==> config.mk <==
export PLATFORM = sky130hd
export DESIGN_NAME = line_track_pid_drive
export DESIGN_NICKNAME = d
export VERILOG_FILES = /design/src/hw/rtl/ltpd_pkg.sv /design/src/hw/rtl/ltpd_seq.sv /design/src/hw/rtl/ltpd_datapath.sv /design/src/hw/rtl/line_track_pid_drive.sv
export SDC_FILE = /design/constraint.sdc
export NUM_CORES = 2
export LEC_CHECK = 0
export ABC_AREA = 1
export BUFFER_PORTS_ARGS = -buffer_cell sky130_fd_sc_hd__buf_2
export CORE_ASPECT_RATIO = 2
export CORE_MARGIN = 3
export CORE_UTILIZATION = 56
export DETAILED_ROUTE_END_ITERATION = 10
export HOLD_SLACK_MARGIN = 0.05
export PLACE_DENSITY = 0.73
export SYNTH_ARGS = -nofsm -noshare
export SYNTH_HDL_FRONTEND = slang
export SYNTH_HIERARCHICAL = 1
export SYNTH_SLANG_ARGS = --single-unit
==> constraint.sdc <==
create_clock -name clk -period 10.7 [get_ports clk]
set_input_delay 2.675 -clock clk [delete_from_list [all_inputs] [get_ports clk]]
set_output_delay 2.675 -clock clk [all_outputs]
set_load 0.1 [all_outputs]
==> src/hw/rtl/ltpd_pkg.sv <==
// ltpd_pkg: shared types, constants, microcode table and helper functions
// for the line tracking pid drive block. Used by every module in hw/rtl.
// No dependencies.
package ltpd_pkg;

    // configuration port
    localparam int CFG_IDX_W  = 3;
    localparam int CFG_DATA_W = 18;

    typedef enum logic [CFG_IDX_W-1:0] {
        REG_BASE_SPEED  = 3'd0,
        REG_PROP_GAIN   = 3'd1,
        REG_INTEG_GAIN  = 3'd2,
        REG_DERIV_GAIN  = 3'd3,
        REG_RIGHT_TRIM  = 3'd4
    } reg_idx_t;

    // register widths and reset values
    localparam int BASE_W  = 14;
    localparam int KP_W    = 18;
    localparam int KI_W    = 16;
    localparam int KD_W    = 16;
    localparam int TRIM_W  = 9;

    localparam logic [BASE_W-1:0] BASE_RST = 14'd2000;
    localparam logic [KP_W-1:0]   KP_RST   = 18'd153600;
    localparam logic [KI_W-1:0]   KI_RST   = 16'd26;
    localparam logic [KD_W-1:0]   KD_RST   = 16'd1280;
    localparam logic [TRIM_W-1:0] TRIM_RST = 9'd274;

    // datapath widths
    localparam int ERR_W  = 3;
    localparam int SUM_W  = 16;
    localparam int OPA_W  = 27;
    localparam int OPB_W  = 19;
    localparam int ACC_W  = OPA_W + OPB_W;
    localparam int CORR_W = 25;
    localparam int RQ_W   = 28;
    localparam int SPD_W  = 15;
    localparam int DUTY_W = 14;

    localparam logic signed [RQ_W-1:0] SPEED_MAX = 28'sd9999;
    localparam logic signed [RQ_W-1:0] SPEED_MIN = -28'sd4999;

    // microcode fields
    localparam int STEP_W = 3;
    typedef logic [STEP_W-1:0] step_t;

    typedef enum logic [1:0] {
        COND_NONE,   // fall through to the next step
        COND_IN,     // hold until an input item is taken
        COND_OUT     // hold until the output slot is free, then jump
    } cond_t;

    typedef enum logic [1:0] {
        MUL_KP_E,
        MUL_KI_SUM,
        MUL_KD_D,
        MUL_TRIM_DIFF
    } mul_sel_t;

    typedef enum logic [1:0] {
        ACC_HOLD,
        ACC_LOAD,
        ACC_ADD
    } acc_op_t;

    typedef struct packed {
        cond_t    cond;
        mul_sel_t mul_sel;
        acc_op_t  acc_op;
        logic     corr_en;   // split acc into correction, form left speed
        logic     last_en;   // remember this tick's error
        logic     out_en;    // result goes to the output register
        step_t    target;
    } uword_t;

    // microprogram: one control word per step
    function automatic uword_t ucode(input step_t step);
        uword_t w;
        w = '{cond: COND_NONE, mul_sel: MUL_KP_E, acc_op: ACC_HOLD,
              corr_en: 1'b0, last_en: 1'b0, out_en: 1'b0, target: '0};
        unique case (step)
            3'd0: w.cond = COND_IN;
            3'd1: w.acc_op = ACC_LOAD;
            3'd2:
            begin
                w.mul_sel = MUL_KI_SUM;
                w.acc_op  = ACC_ADD;
            end
            3'd3:
            begin
                w.mul_sel = MUL_KD_D;
                w.acc_op  = ACC_ADD;
                w.last_en = 1'b1;
            end
            3'd4: w.corr_en = 1'b1;
            3'd5:
            begin
                w.mul_sel = MUL_TRIM_DIFF;
                w.acc_op  = ACC_LOAD;
            end
            3'd6:
            begin
                w.cond   = COND_OUT;
                w.out_en = 1'b1;
                w.target = 3'd0;
            end
            default: w.cond = COND_NONE;
        endcase
        return w;
    endfunction

    // sensor pattern decode
    typedef struct packed {
        logic                    hit;
        logic signed [ERR_W-1:0] err;
    } decode_t;

    function automatic decode_t decode_line(input logic [3:0] pat);
        decode_t d;
        d.hit = 1'b1;
        d.err = 3'sd0;
        unique case (pat)
            4'b1000: d.err = -3'sd3;
            4'b1100: d.err = -3'sd2;
            4'b0100: d.err = -3'sd1;
            4'b0110: d.err = 3'sd0;
            4'b0010: d.err = 3'sd1;
            4'b0011: d.err = 3'sd2;
            4'b0001: d.err = 3'sd3;
            4'b0000: d.err = 3'sd0;
            default: d.hit = 1'b0;
        endcase
        return d;
    endfunction

    // 16-bit saturating sum of the integral and a small error
    function automatic logic signed [SUM_W-1:0] sat_sum(
        input logic signed [SUM_W-1:0] sum,
        input logic signed [ERR_W-1:0] err
    );
        logic signed [SUM_W:0] s;
        s = {sum[SUM_W-1], sum} + {{(SUM_W-ERR_W+1){err[ERR_W-1]}}, err};
        if (s[SUM_W] != s[SUM_W-1])
        begin
            return s[SUM_W] ? {1'b1, {(SUM_W-1){1'b0}}} : {1'b0, {(SUM_W-1){1'b1}}};
        end
        return s[SUM_W-1:0];
    endfunction

    // clamp a speed to the drive range
    function automatic logic signed [SPD_W-1:0] clamp_speed(
        input logic signed [RQ_W-1:0] v
    );
        priority if (v > SPEED_MAX)
            return SPEED_MAX[SPD_W-1:0];
        else if (v < SPEED_MIN)
            return SPEED_MIN[SPD_W-1:0];
        else
            return v[SPD_W-1:0];
    endfunction

    // signed divide by 256, rounding toward zero
    function automatic logic signed [ACC_W-1:0] div256(input logic signed [ACC_W-1:0] x);
        logic signed [ACC_W-1:0] adj;
        adj = x + $signed({{(ACC_W-8){1'b0}}, {8{x[ACC_W-1]}}});
        return adj >>> 8;
    endfunction

endpackage

==> src/hw/rtl/ltpd_seq.sv <==
// ltpd_seq: step counter and microcode table for the pid drive.
// Depends on ltpd_pkg.
module ltpd_seq
(
    input  logic              clk,
    input  logic              rst_n,
    input  logic              in_accept,
    input  logic              out_free,
    output ltpd_pkg::uword_t  uword
);

    ltpd_pkg::step_t step_reg;
    ltpd_pkg::step_t step_next;

    // control word of the current step
    assign uword = ltpd_pkg::ucode(step_reg);

    // next step: fall through, wait on a condition, or jump
    always_comb
    begin
        step_next = step_reg;
        unique case (uword.cond)
            ltpd_pkg::COND_NONE: step_next = step_reg + 1'b1;
            ltpd_pkg::COND_IN:
            begin
                if (in_accept)
                    step_next = step_reg + 1'b1;
            end
            ltpd_pkg::COND_OUT:
            begin
                if (out_free)
                    step_next = uword.target;
            end
            default: step_next = '0;
        endcase
    end

    always_ff @(posedge clk or negedge rst_n)
    begin
        if (!rst_n)
            step_reg <= '0;
        else
            step_reg <= step_next;
    end

endmodule

==> src/hw/rtl/ltpd_datapath.sv <==
// ltpd_datapath: error decode, integral, shared multiplier with accumulator,
// speed clamp and result registers. Driven by control words from ltpd_seq.
// Depends on ltpd_pkg.
module ltpd_datapath
(
    input  logic                                 clk,
    input  logic                                 rst_n,
    input  ltpd_pkg::uword_t                     uword,
    input  logic                                 in_accept,
    input  logic                                 out_load,
    input  logic [3:0]                           pattern,
    input  logic [ltpd_pkg::BASE_W-1:0]          base_speed,
    input  logic [ltpd_pkg::KP_W-1:0]            prop_gain_q8,
    input  logic [ltpd_pkg::KI_W-1:0]            integ_gain_q8,
    input  logic [ltpd_pkg::KD_W-1:0]            deriv_gain_q8,
    input  logic [ltpd_pkg::TRIM_W-1:0]          right_trim_q8,
    output logic                                 left_forward,
    output logic [ltpd_pkg::DUTY_W-1:0]          left_duty,
    output logic                                 right_forward,
    output logic [ltpd_pkg::DUTY_W-1:0]          right_duty,
    output logic signed [ltpd_pkg::ERR_W-1:0]    line_error
);

    localparam int ERR_W  = ltpd_pkg::ERR_W;
    localparam int SUM_W  = ltpd_pkg::SUM_W;
    localparam int OPA_W  = ltpd_pkg::OPA_W;
    localparam int OPB_W  = ltpd_pkg::OPB_W;
    localparam int ACC_W  = ltpd_pkg::ACC_W;
    localparam int CORR_W = ltpd_pkg::CORR_W;
    localparam int RQ_W   = ltpd_pkg::RQ_W;
    localparam int SPD_W  = ltpd_pkg::SPD_W;
    localparam int DUTY_W = ltpd_pkg::DUTY_W;
    localparam int BASE_W = ltpd_pkg::BASE_W;

    // pid state
    logic signed [ERR_W-1:0]  held_reg, held_next;
    logic signed [ERR_W-1:0]  last_reg;
    logic signed [SUM_W-1:0]  sum_reg, sum_next;
    logic signed [ACC_W-1:0]  acc_reg;
    logic signed [OPA_W-1:0]  diff_reg;
    logic signed [SPD_W-1:0]  left_reg;

    ltpd_pkg::decode_t        dec;
    logic signed [ERR_W:0]    d_err;
    logic signed [OPA_W-1:0]  op_a;
    logic signed [OPB_W-1:0]  op_b;
    logic signed [ACC_W-1:0]  prod;
    logic signed [ACC_W-1:0]  quot;
    logic signed [CORR_W-1:0] corr;
    logic signed [RQ_W-1:0]   base_ext;
    logic signed [RQ_W-1:0]   left_sum;
    logic signed [SPD_W-1:0]  right_spd;

    // line decode and integral update for a new item
    always_comb
    begin
        dec       = ltpd_pkg::decode_line(pattern);
        held_next = dec.hit ? dec.err : held_reg;
        if (held_next > -3'sd2 && held_next < 3'sd2)
            sum_next = ltpd_pkg::sat_sum(sum_reg, held_next);
        else
            sum_next = '0;
    end

    always_ff @(posedge clk or negedge rst_n)
    begin
        if (!rst_n)
        begin
            held_reg <= '0;
            last_reg <= '0;
            sum_reg  <= '0;
        end
        else
        begin
            if (in_accept)
            begin
                held_reg <= held_next;
                sum_reg  <= sum_next;
            end
            if (uword.last_en)
                last_reg <= held_reg;
        end
    end

    // operand select for the shared multiplier
    assign d_err = {held_reg[ERR_W-1], held_reg} - {last_reg[ERR_W-1], last_reg};

    always_comb
    begin
        op_a = '0;
        op_b = '0;
        unique case (uword.mul_sel)
            ltpd_pkg::MUL_KP_E:
            begin
                op_a = {{(OPA_W-ERR_W){held_reg[ERR_W-1]}}, held_reg};
                op_b = $signed({{(OPB_W-ltpd_pkg::KP_W){1'b0}}, prop_gain_q8});
            end
            ltpd_pkg::MUL_KI_SUM:
            begin
                op_a = {{(OPA_W-SUM_W){sum_reg[SUM_W-1]}}, sum_reg};
                op_b = $signed({{(OPB_W-ltpd_pkg::KI_W){1'b0}}, integ_gain_q8});
            end
            ltpd_pkg::MUL_KD_D:
            begin
                op_a = {{(OPA_W-ERR_W-1){d_err[ERR_W]}}, d_err};
                op_b = $signed({{(OPB_W-ltpd_pkg::KD_W){1'b0}}, deriv_gain_q8});
            end
            ltpd_pkg::MUL_TRIM_DIFF:
            begin
                op_a = diff_reg;
                op_b = $signed({{(OPB_W-ltpd_pkg::TRIM_W){1'b0}}, right_trim_q8});
            end
            default:
            begin
                op_a = '0;
                op_b = '0;
            end
        endcase
    end

    assign prod = op_a * op_b;

    // accumulator
    always_ff @(posedge clk)
    begin
        unique case (uword.acc_op)
            ltpd_pkg::ACC_LOAD: acc_reg <= prod;
            ltpd_pkg::ACC_ADD:  acc_reg <= acc_reg + prod;
            ltpd_pkg::ACC_HOLD: acc_reg <= acc_reg;
            default:            acc_reg <= acc_reg;
        endcase
    end

    // correction, left speed and right pre-trim difference
    assign quot     = ltpd_pkg::div256(acc_reg);
    assign corr     = quot[CORR_W-1:0];
    assign base_ext = $signed({{(RQ_W-BASE_W){1'b0}}, base_speed});
    assign left_sum = base_ext + {{(RQ_W-CORR_W){corr[CORR_W-1]}}, corr};

    always_ff @(posedge clk)
    begin
        if (uword.corr_en)
        begin
            left_reg <= ltpd_pkg::clamp_speed(left_sum);
            diff_reg <= base_ext[OPA_W-1:0] - {{(OPA_W-CORR_W){corr[CORR_W-1]}}, corr};
        end
    end

    // right speed from the trimmed product
    assign right_spd = ltpd_pkg::clamp_speed(quot[RQ_W-1:0]);

    // result registers
    always_ff @(posedge clk)
    begin
        if (out_load)
        begin
            left_forward  <= !left_reg[SPD_W-1] && (left_reg != '0);
            left_duty     <= left_reg[SPD_W-1] ? DUTY_W'(-left_reg) : left_reg[DUTY_W-1:0];
            right_forward <= !right_spd[SPD_W-1] && (right_spd != '0);
            right_duty    <= right_spd[SPD_W-1] ? DUTY_W'(-right_spd)
                                                : right_spd[DUTY_W-1:0];
            line_error    <= held_reg;
        end
    end

endmodule

==> src/hw/rtl/line_track_pid_drive.sv <==
// line_track_pid_drive: top level of the line following pid drive.
// Holds configuration registers and handshakes; instantiates ltpd_seq and
// ltpd_datapath. Depends on ltpd_pkg.
//
// Each input item is one control tick of four line-sensor bits; it yields one
// result item with a direction bit and a duty for each wheel plus the line
// error used. The microprogram runs one step per cycle, except while it waits
// for an item or a free output slot, through a single shared multiplier: after
// acceptance it forms the three pid products, then the correction and left
// speed, then the trim product, and then writes the result. A new item is taken
// only in the first step, so the block cannot take a new item until it has gone
// through the last step for the previous one; a stalled result holds the
// sequencer at its last step. The result register lets the next item be
// accepted while the previous result still waits. Configuration writes are
// taken in any cycle and should only be made while the block is idle.
module line_track_pid_drive
(
    input  logic                                 clk,
    input  logic                                 rst_n,
    // configuration
    input  logic                                 cfg_we,
    input  logic [ltpd_pkg::CFG_IDX_W-1:0]       cfg_index,
    input  logic [ltpd_pkg::CFG_DATA_W-1:0]      cfg_data,
    // input channel
    input  logic                                 in_valid,
    output logic                                 in_stall,
    input  logic                                 outer_left,
    input  logic                                 inner_left,
    input  logic                                 inner_right,
    input  logic                                 outer_right,
    // output channel
    output logic                                 out_valid,
    input  logic                                 out_stall,
    output logic                                 left_forward,
    output logic [ltpd_pkg::DUTY_W-1:0]          left_duty,
    output logic                                 right_forward,
    output logic [ltpd_pkg::DUTY_W-1:0]          right_duty,
    output logic signed [ltpd_pkg::ERR_W-1:0]    line_error
);

    logic [ltpd_pkg::BASE_W-1:0] base_reg;
    logic [ltpd_pkg::KP_W-1:0]   kp_reg;
    logic [ltpd_pkg::KI_W-1:0]   ki_reg;
    logic [ltpd_pkg::KD_W-1:0]   kd_reg;
    logic [ltpd_pkg::TRIM_W-1:0] trim_reg;

    ltpd_pkg::uword_t uword;
    logic             in_accept;
    logic             out_free;
    logic             out_load;
    logic             out_valid_reg, out_valid_next;

    // configuration registers
    always_ff @(posedge clk or negedge rst_n)
    begin
        if (!rst_n)
        begin
            base_reg <= ltpd_pkg::BASE_RST;
            kp_reg   <= ltpd_pkg::KP_RST;
            ki_reg   <= ltpd_pkg::KI_RST;
            kd_reg   <= ltpd_pkg::KD_RST;
            trim_reg <= ltpd_pkg::TRIM_RST;
        end
        else if (cfg_we)
        begin
            unique case (cfg_index)
                ltpd_pkg::REG_BASE_SPEED: base_reg <= cfg_data[ltpd_pkg::BASE_W-1:0];
                ltpd_pkg::REG_PROP_GAIN:  kp_reg   <= cfg_data[ltpd_pkg::KP_W-1:0];
                ltpd_pkg::REG_INTEG_GAIN: ki_reg   <= cfg_data[ltpd_pkg::KI_W-1:0];
                ltpd_pkg::REG_DERIV_GAIN: kd_reg   <= cfg_data[ltpd_pkg::KD_W-1:0];
                ltpd_pkg::REG_RIGHT_TRIM: trim_reg <= cfg_data[ltpd_pkg::TRIM_W-1:0];
                default:                  base_reg <= base_reg;
            endcase
        end
    end

    // handshakes
    assign in_stall  = (uword.cond != ltpd_pkg::COND_IN);
    assign in_accept = in_valid && !in_stall;
    assign out_free  = !out_valid_reg || !out_stall;
    assign out_load  = uword.out_en && out_free;
    assign out_valid = out_valid_reg;

    // output valid flag
    always_comb
    begin
        out_valid_next = out_valid_reg;
        priority if (out_load)
            out_valid_next = 1'b1;
        else if (!out_stall)
            out_valid_next = 1'b0;
    end

    always_ff @(posedge clk or negedge rst_n)
    begin
        if (!rst_n)
            out_valid_reg <= 1'b0;
        else
            out_valid_reg <= out_valid_next;
    end

    ltpd_seq u_seq
    (
        .clk       (clk),
        .rst_n     (rst_n),
        .in_accept (in_accept),
        .out_free  (out_free),
        .uword     (uword)
    );

    ltpd_datapath u_datapath
    (
        .clk           (clk),
        .rst_n         (rst_n),
        .uword         (uword),
        .in_accept     (in_accept),
        .out_load      (out_load),
        .pattern       ({outer_left, inner_left, inner_right, outer_right}),
        .base_speed    (base_reg),
        .prop_gain_q8  (kp_reg),
        .integ_gain_q8 (ki_reg),
        .deriv_gain_q8 (kd_reg),
        .right_trim_q8 (trim_reg),
        .left_forward  (left_forward),
        .left_duty     (left_duty),
        .right_forward (right_forward),
        .right_duty    (right_duty),
        .line_error    (line_error)
    );

endmodule
==> impl_metrics.toml <==
[run_status]
status = "completed"

[grt]
grt_pass1_vias = 30800
antenna_found_initial = 0
grtUsageMet2 = 0.632
gr-usage-met3 = 0.0261
grt_usage = 0.338
use_met1 = 0.315
grt_first_pass_wirelength_mm = 166
grt_start_max_net_pins = 72
grt-busiest-layer = "met2"
grt_overflow = 0

[floorplan]
fp.dieH_um = 354
initial_utilization = 0.566
die_w_um = 180
rows = 127
fp.coreArea_um2 = 60100
boundaryPins = 65
die_area_um2 = 63900

[setup_path]
start_kind = "flip-flop"
cp_common_cell = "nand2_1"
critPathCaptureType = "flip-flop"
reg2reg_slack_ns = 0.45
path_class = "reg -> reg"
r2r-start = "u_seq/step_reg[0]"
cp_data_arrival_time_ns = 10.55
cp_max_fo = 16
max_stage_delay_ns = 0.57
reg2reg_to = "u_datapath/acc_reg[38]"
r2r_cells = 45
crit_required_ns = 11.00
crit_slowest_cell = "fa_1"

[sta]
max_slew_margin = 0.283
slew_viol_final = 0
hold_viol = 0
hold_slack_ns = 0.467
post-route-min-period_ns = 10.25
setup_total_negative_slack_ns = 0
setup_viol = 0
fmax_mhz = 97.6
finClkSkew_ns = 0.0229
min_period_over_period = 0.958
worst_pin_slew_ns = 1.07

[synthesis]
synth_warnings = 6
syn_area_per_cell_um2 = 7.66
syn_area_um2 = 34000
syn_nets = 5162
syn_inst = 4437

[final_layout]
largest_reg_flops = 46
syn_to_final_growth_pct = 6.89
ff_latch_area_um2 = 6100
final_cell_count_no_fill = 5305
fillers = 5572
final_cell_area_um2 = 36300
fin_nets = 5242
multi_input_area_um2 = 23500
antenna_cells = 0
layout-drive-gt1-share = 0.0728

[cts]
htree_levels = 1
clockBufferDepth = 3
clock_latency_ns = 0.55
clkTransAtPathRegs_ns = 0.07
tritoncts = "done"
cts_root_buf = "clkbuf_16"
numCtsBuffers = 21
cts.sinks = 219

[detailed_routing]
ant_nets = 0
vias = 29600
routedWlPerCell_um = 20.4
via_per_inst = 5.58
drc = 0
dr.pass1.iters = 7
drt_iter0_markers = 2017
wirelength_mm = 108

[placed_design]
postPlaceCellArea_um2 = 35500
globalplace.congestion = 1.02
placed_cells = 5260
dpl.hpwl_mm = 91.0
port_buffers = 64

[worst_hold_path]
hold_start = "kp_reg[17]"
whs_endpoint = "kp_reg[17]"
min_path_cells = 2
hp-class = "reg -> reg"

[run]
maxCapViolCount = 0
-- worst max path at each step --
stage	start	to	slack, ns
3_3_place_gp	u_seq/step_reg[0]	u_datapath/acc_reg[43]	0.32
6_report	u_seq/step_reg[0]	u_datapath/acc_reg[38]	0.45
5_1_grt	u_seq/step_reg[1]	u_datapath/acc_reg[45]	-0.03
2_1_floorplan	u_seq/step_reg[0]	u_datapath/acc_reg[45]	1.37
4_1_cts	u_seq/step_reg[0]	u_datapath/acc_reg[43]	0.28
3_5_place_dp	u_seq/step_reg[0]	u_datapath/acc_reg[43]	0.27
-- critical path, delay by kind of cell, from the launching register on --
family | cells | cell delay, ns
compound gates | 10 | 2.42
xor+xnor | 1 | 0.52
fa+ha+maj | 9 | 3.56
buf+inv | 12 | 1.61
flops | 1 | 0.41
simple gates | 13 | 1.49
-- stage by stage --
step,util,setup WS [ns]
floorplan,-,1.37
global placement,0.590,0.322
detailed placement,0.590,0.268
CTS,0.602,0.283
global route,0.605,-0.0320
finish,0.605,0.453
-- per-layer routing --
layer,wire [um],share of wire
met5,0,0
met4,13900,0.13
met3,4620,0.043
met2,57800,0.53
met1,32200,0.30
-- what timing repair did --
action | CTS | global route
hold buffers | 0 | 0
setup endpoints to repair | 0 | 14
buffers inserted | 0 | 6
resized for setup | 0 | 29
-- final cells by class --
type,count,share of cell area
Clock buffer,23,0.0153
Clock inverter,14,0.00427
Inverter,1080,0.113
Multi-Input combinational cell,3047,0.646
Sequential cell,219,0.168
Tap cell,774,0.0266
Timing Repair Buffer,146,0.0265
Timing Repair inverter,2,0.000413
-- layout by cell type, fill, tap and decap left out, types with 63 or more instances in the layout --
master / instances
xor2_1: 103
o21ai_0: 142
nor2_1: 449
dfrtp_1: 81
nand3_1: 189
ha_1: 225
buf_4: 81
nand2_1: 945
inv_1: 1041
buf_2: 63
fa_1: 469
edfxtp_1: 120
a21oi_1: 198
Power is not shown: default switching activity piles up to over one toggle a cycle in this logic, so the estimate is an artifact.
